[src/flng_pkg.sv]
// Shared constants, types and codes for the interpolated feedback flanger.
package flng_pkg;

  localparam int DEPTH     = 4096;
  localparam int FRAC_BITS = 8;
  localparam int ADDR_W    = $clog2(DEPTH);
  localparam int LEN_W     = 13;
  localparam int DELAY_W   = 21;
  localparam int SAMPLE_W  = 16;
  localparam int GAIN_W    = 16;
  localparam int POS_W     = ADDR_W + FRAC_BITS;
  localparam int PADDR_W   = 3;
  localparam int PDATA_W   = 32;

  localparam logic [LEN_W-1:0] LEN_MIN   = LEN_W'(2);
  localparam logic [LEN_W-1:0] LEN_MAX   = LEN_W'(DEPTH);
  localparam logic [LEN_W-1:0] LEN_RESET = LEN_W'(DEPTH);

  // Register index, taken from paddr[2]
  localparam logic REG_LINE_LENGTH   = 1'b0;
  localparam logic REG_FEEDBACK_GAIN = 1'b1;

  typedef struct packed {
    logic [LEN_W-1:0]         len;   // clamped to [2, DEPTH]
    logic signed [GAIN_W-1:0] gain;
  } cfg_t;

  typedef enum logic [2:0] {
    ST_CLR,
    ST_IDLE,
    ST_RDB,
    ST_INT,
    ST_FB,
    ST_WR
  } state_t;

endpackage

[src/flng_cfg.sv]
// APB register file: line length and feedback gain.
module flng_cfg (
  input  logic                          clk,
  input  logic                          rst_n,
  input  logic                          psel,
  input  logic                          penable,
  input  logic                          pwrite,
  input  logic [flng_pkg::PADDR_W-1:0]  paddr,
  input  logic [flng_pkg::PDATA_W-1:0]  pwdata,
  output logic [flng_pkg::PDATA_W-1:0]  prdata,
  output logic                          pready,
  output flng_pkg::cfg_t                cfg
);

  logic [flng_pkg::LEN_W-1:0]         len_r;
  logic signed [flng_pkg::GAIN_W-1:0] gain_r;
  logic                               wr_en;

  assign pready = 1'b1;
  assign wr_en  = psel && penable && pwrite && pready;

  always_ff @(posedge clk) begin
    if (!rst_n) begin
      len_r  <= flng_pkg::LEN_RESET;
      gain_r <= '0;
    end else if (wr_en) begin
      case (paddr[2])
        flng_pkg::REG_LINE_LENGTH:   len_r  <= pwdata[flng_pkg::LEN_W-1:0];
        flng_pkg::REG_FEEDBACK_GAIN: gain_r <= pwdata[flng_pkg::GAIN_W-1:0];
        default: ;
      endcase
    end
  end

  always_comb begin
    case (paddr[2])
      flng_pkg::REG_LINE_LENGTH:
        prdata = flng_pkg::PDATA_W'(len_r);
      flng_pkg::REG_FEEDBACK_GAIN:
        prdata = flng_pkg::PDATA_W'($unsigned(gain_r));
      default:
        prdata = '0;
    endcase
  end

  always_comb begin
    if (len_r < flng_pkg::LEN_MIN) begin
      cfg.len = flng_pkg::LEN_MIN;
    end else if (len_r > flng_pkg::LEN_MAX) begin
      cfg.len = flng_pkg::LEN_MAX;
    end else begin
      cfg.len = len_r;
    end
    cfg.gain = gain_r;
  end

endmodule

[config.mk]
export PLATFORM = sky130hd
export DESIGN_NAME = flng_cfg
export DESIGN_NICKNAME = d
export VERILOG_FILES = /design/src/flng_pkg.sv /design/src/flng_cfg.sv
export SDC_FILE = /design/constraint.sdc
export NUM_CORES = 1
export LEC_CHECK = 0
export ABC_AREA = 1
export BUFFER_PORTS_ARGS = -buffer_cell sky130_fd_sc_hd__buf_2
export CAP_MARGIN = 20
export CORE_MARGIN = 2
export CORE_UTILIZATION = 38
export CTS_BUF_LIST = sky130_fd_sc_hd__clkbuf_8
export DETAILED_ROUTE_END_ITERATION = 10
export GPL_TIMING_DRIVEN = 1
export HOLD_SLACK_MARGIN = 0.06
export PLACE_DENSITY = 0.77
export SLEW_MARGIN = 40
export SYNTH_ARGS = -nofsm -noshare
export SYNTH_HDL_FRONTEND = slang
export SYNTH_SLANG_ARGS = --single-unit
[constraint.sdc]
create_clock -name clk -period 1 [get_ports clk]
set_input_delay 0.15 -clock clk [delete_from_list [all_inputs] [get_ports clk]]
set_output_delay 0.15 -clock clk [all_outputs]
set_load 0.02 [all_outputs]
# --- Word level (Yosys, flattened, before mapping) ---
# Index checks and enable logic that the tools add are counted.
classes:
  order_cmp: 2
  mux: 3
  bitwise_logic: 1
  reduce_logical: 4
ops:
  columns: ["cell", "count"]
  rows:
  - ["one-hot mux 32 bit (2 select lines)", 1]
  - ["two-way mux 13 bit", 2]
  - ["> comparator 13 bit (second input constant)", 1]
  - ["< comparator 13 x 2 -> 1 bit (second input constant)", 1]
  - ["AND reduction 2 bit", 2]
  - ["logical AND 1 bit", 2]
  - ["NOT 1 bit", 1]
totals:
  regBits: 29
  in_bits: 40
  word_cells: 12

# --- Logic depth before layout (Yosys ltp) ---
depth:
  depth_word: 3
  ltp_mapped: 7
  depth_no_buf: 7

# --- Least setup slack after synthesis ---
# OpenSTA, ideal clock, no wires.
synth_path:
  path_type: "flip-flop to output port"
  startpoint: "register len_r[5] (netlist name)"
  endpoint: "output cfg[18] (netlist name)"
  arrival_ns: 1.085
  required_time_ns: 0.850
  slack_ns: -0.235
  path_stages_with_launch: 6
  cell_sequence: "dfxtp_1 > nor2_1 > nand2_1 > nor2_1 > nand2_2 > a21oi_1"
synth_rtl:
  columns: ["element", "line", "text"]
  rows:
  - ["start, declared", "flng_cfg.sv:15", "logic [flng_pkg::LEN_W-1:0] len_r;"]
  - ["start signal, assigned", "flng_cfg.sv:24", "len_r <= flng_pkg::LEN_RESET;"]
  - ["start signal, assigned", "flng_cfg.sv:28", "flng_pkg::REG_LINE_LENGTH: len_r <= pwdata[flng_pkg::LEN_W-1:0];"]
  - ["end, declared", "flng_cfg.sv:12", "output flng_pkg::cfg_t cfg"]

==> flow_metrics.tcl <==
set metrics [dict create \
    run_status "complete, but fails checks" \
    failing_checks "negative setup slack" \
    setup.worst_path.class "reg -> out" \
    detail_route.wirelength_um 4520 \
    synth.most_common_cell "sky130_fd_sc_hd__o21ai_0" \
    slowest_stage "sky130_fd_sc_hd__dfxtp_2" \
    synth_fa_ha_area_share_pct 0 \
    synthXorXnorAreaFrac_pct 0 \
    syn_to_final_growth_pct 75.5 \
    cts.clk_slew.worst_paths_ps 60 \
    initial_utilization_pct 39.9 \
    diodes 0 \
    r2r-start "len_r[3]$_SDFFE_PN0P_" \
    count_of_flip_flops_with_a_built_in_enable_after_synthesis 0 \
    fin_crit_sh_pct 159 \
    critical_path_cell_count 7 \
    firstDrtPassIters 4 \
    worst_path_arrival_time_ps 1440 \
    synth.area.top_cells "sky130_fd_sc_hd__dfxtp_1, sky130_fd_sc_hd__o21ai_0, sky130_fd_sc_hd__a21oi_1" \
    synth_top_cells_by_count "sky130_fd_sc_hd__o21ai_0, sky130_fd_sc_hd__a21oi_1, sky130_fd_sc_hd__dfxtp_1" \
    globalRoute.totalOverflow 0 \
    max-cap-violations 0 \
    die_width_um 66.5 \
    synth_top_family_by_area "compound AO/OA/AOI/OAI gates" \
    grt_start_max_net_pins 30 \
    gp_routability_congestion 0.812 \
    drtIter0Drc 49 \
    hold_path_class "in -> reg" \
    num_io_pins 102 \
    timing_max_transition_violations_final 0 \
    clock-skew-final_ps 0 \
    post-route-cell-area_mm2 0.00261 \
    whs_ps 86.9 \
    grt_pass1_vias 1610 \
    core-area_mm2 0.00372 \
    grt_first_pass_wirelength_um 7050 \
    setup-violations-final 26 \
    r2r_setup_slack_ps 120 \
    crit_path_end "cfg[20]" \
    critPathLaunchType "flop" \
    achievable-frequency_ghz 0.628 \
    cts_sinks 29 \
    timing.critical_path.max_delay_family "simple AND/OR/NAND/NOR gates" \
    ctsHtreeMaxLevel 2 \
    cts_tree "done" \
    cts_inserted_buffers 5 \
    hpwlAfterDp_um 2950 \
    total_routing_resource_utilization_after_global_routing_pct 21.2 \
    layout-drive-gt1-share_pct 58.6 \
    crit_required_ps 850 \
    irDropWorstVdd_mv 0.658 \
    synth.ff_latch_count 29 \
    hold_viol 0 \
    crit_path_cell_trace "inv_2, nand3_1, nor2_2, nand2_4, buf_12, a21oi_4, buf_6" \
    worstSkewPairLatency_ps 290 \
    wl_per_cell_um 12.9 \
    cp-end-kind "output port" \
    worst_r2r_endpoint "len_r[3]$_SDFFE_PN0P_" \
    yosysWarnings 0 \
    worst_slack_ps -593 \
    drt-vias-per-instance 4.72 \
    core.rowCount 22 \
    syn_area_mm2 0.00148 \
    post_synth_inst_count 213 \
    power_density_mw_per_mm2 1120 \
    final_util_pct 70.1 \
    post_synth_mux_area_share_pct 0 \
    number_of_cell_instances_on_the_worst_register_to_register_path 4 \
    number_of_antenna_violations_at_the_first_check_in_global_routing 0 \
    worstPathMaxFanout 7 \
    post_place_instance_area_mm2 0.00205 \
    total_leakage_power_nw 1.25 \
    critical_path_buf_inv_count 3 \
    fin_cells 350 \
    seq_area_frac_synth_pct 39.1 \
    clk_root_buffer_cell "sky130_fd_sc_hd__clkbuf_8" \
    floorplan.die.height_um 66.5 \
    timing.critical_path.slowest_cell_delay_ps 320 \
    clock_tree.buffer_depth 2 \
    placed_instances 335 \
    finalNetCount 341 \
    share_of_the_synthesized_area_in_compound_gates_ao_oa_aoi_oai_pct 25.1 \
    finalWorstPathRequiredPeriod_ps 1590 \
    dr_total_vias 1651 \
    port-buffer-count 66 \
    drc 0 \
    unrepaired_setup_endpoints_after_global_routing "yes" \
    synth-simple-area-share_pct 13.8 \
    synth_top_cell_by_area "sky130_fd_sc_hd__dfxtp_1" \
    setup.worst_path.start "len_r[11]$_SDFFE_PN0P_" \
    synth_top_flop_cell "sky130_fd_sc_hd__dfxtp_1" \
    synthesized_area_divided_by_synthesized_cell_count_um2 6.97 \
    synth.lib_cells_used.distinct 20 \
    synth_largest_type_area_fraction_pct 39.1 \
    synthArstFlopShare_pct 0 \
    holdCritStartpoint "pwdata[13]" \
    antenna_left 0 \
    dieArea_mm2 0.00442 \
]
## kinds of logic (layout without fill, tap and decap cells)
| family | after synthesis | in the layout |
|---|---|---|
| other | 2 | 17 |
| and+or+nand+nor | 49 | 49 |
| DFF | 29 | 29 |
| buffers and inverters | 59 | 133 |
| AOI/OAI and AO/OA | 74 | 74 |
## flip-flops by register name (all words and copies together), names as in the netlist
name / cells
gain_r: 16
len_r: 13
## cell type report
type                    instances  area, um2
flip-flops and latches         29        603
repair buffers                 96        855
inverters                      29        129
fillers                       281       1110
clock buffers                   5       68.8
multi-input cells             140        878
well taps                      48       60.1
clock inverters                 3       11.3
## placed cells by master (no fill, tap or decap), drive strengths merged
| cell | n |
|---|---|
| a21oi | 33 |
| buf | 96 |
| clkbuf | 5 |
| conb | 17 |
| dfxtp | 29 |
| inv | 32 |
| nand2 | 28 |
| nand3 | 2 |
| nor2 | 18 |
| nor3 | 1 |
| o211ai | 1 |
| o21ai | 40 |
## where the power goes
part	total, W	internal, W	leakage (nW)	switching [W]
logic	0.000804	0.000337	0.956	0.000467
registers	0.00123	0.00120	0.243	0.0000315
clock network	0.000892	0.000462	0.0519	0.000430
## per-layer routing
metal  track usage (%)  vias up  wire [um]
li1                  -      820          -
met1              22.0      758       1770
met2              38.9       61       2390
met3              6.42       12        250
met4              9.69        0        106
met5                 0        -          0
## how the worst min path moves through the flow
| stage | end | slack [ps] | cells past startpoint |
|---|---|---|---|
| 4_1_cts | gain_r[13]$_SDFFE_PN0P_ | 90 | 3 |
| 6_report | gain_r[13]$_SDFFE_PN0P_ | 90 | 3 |
| 3_5_place_dp | gain_r[13]$_SDFFE_PN0P_ | 380 | 3 |
| 2_1_floorplan | len_r[12]$_SDFFE_PN1P_ | 280 | 2 |
| 5_1_grt | gain_r[14]$_SDFFE_PN0P_ | 110 | 3 |
| 3_3_place_gp | gain_r[14]$_SDFFE_PN0P_ | 380 | 3 |
## worst register-to-register path, stage by stage, from the launching register on
cell                      delay, ps
sky130_fd_sc_hd__dfxtp_2        320
sky130_fd_sc_hd__buf_6          120
sky130_fd_sc_hd__buf_4          120
sky130_fd_sc_hd__o21ai_0        140
sky130_fd_sc_hd__a21oi_1         60
## through the flow
step | TNS, ps | power (W) | worst slack [ps]
final | -8780 | 0.00293 | -593
after global routing | -10110 | 0.00307 | -659
after detailed placement | -4640 | 0.00184 | -425
after global placement | -3630 | 0.00183 | -328
after CTS | -9090 | 0.00288 | -611
after floorplan | -1890 | 0.00169 | -189
## what timing repair did
action | in CTS | in global routing
gates resized for setup | 114 | 46
buffers inserted | 6 | 6
hold buffers | 0 | 0
pin swaps | 12 | 9
endpoints found under the setup margin | 29 | 35
Note: power is estimated with default switching activity, not from simulation.
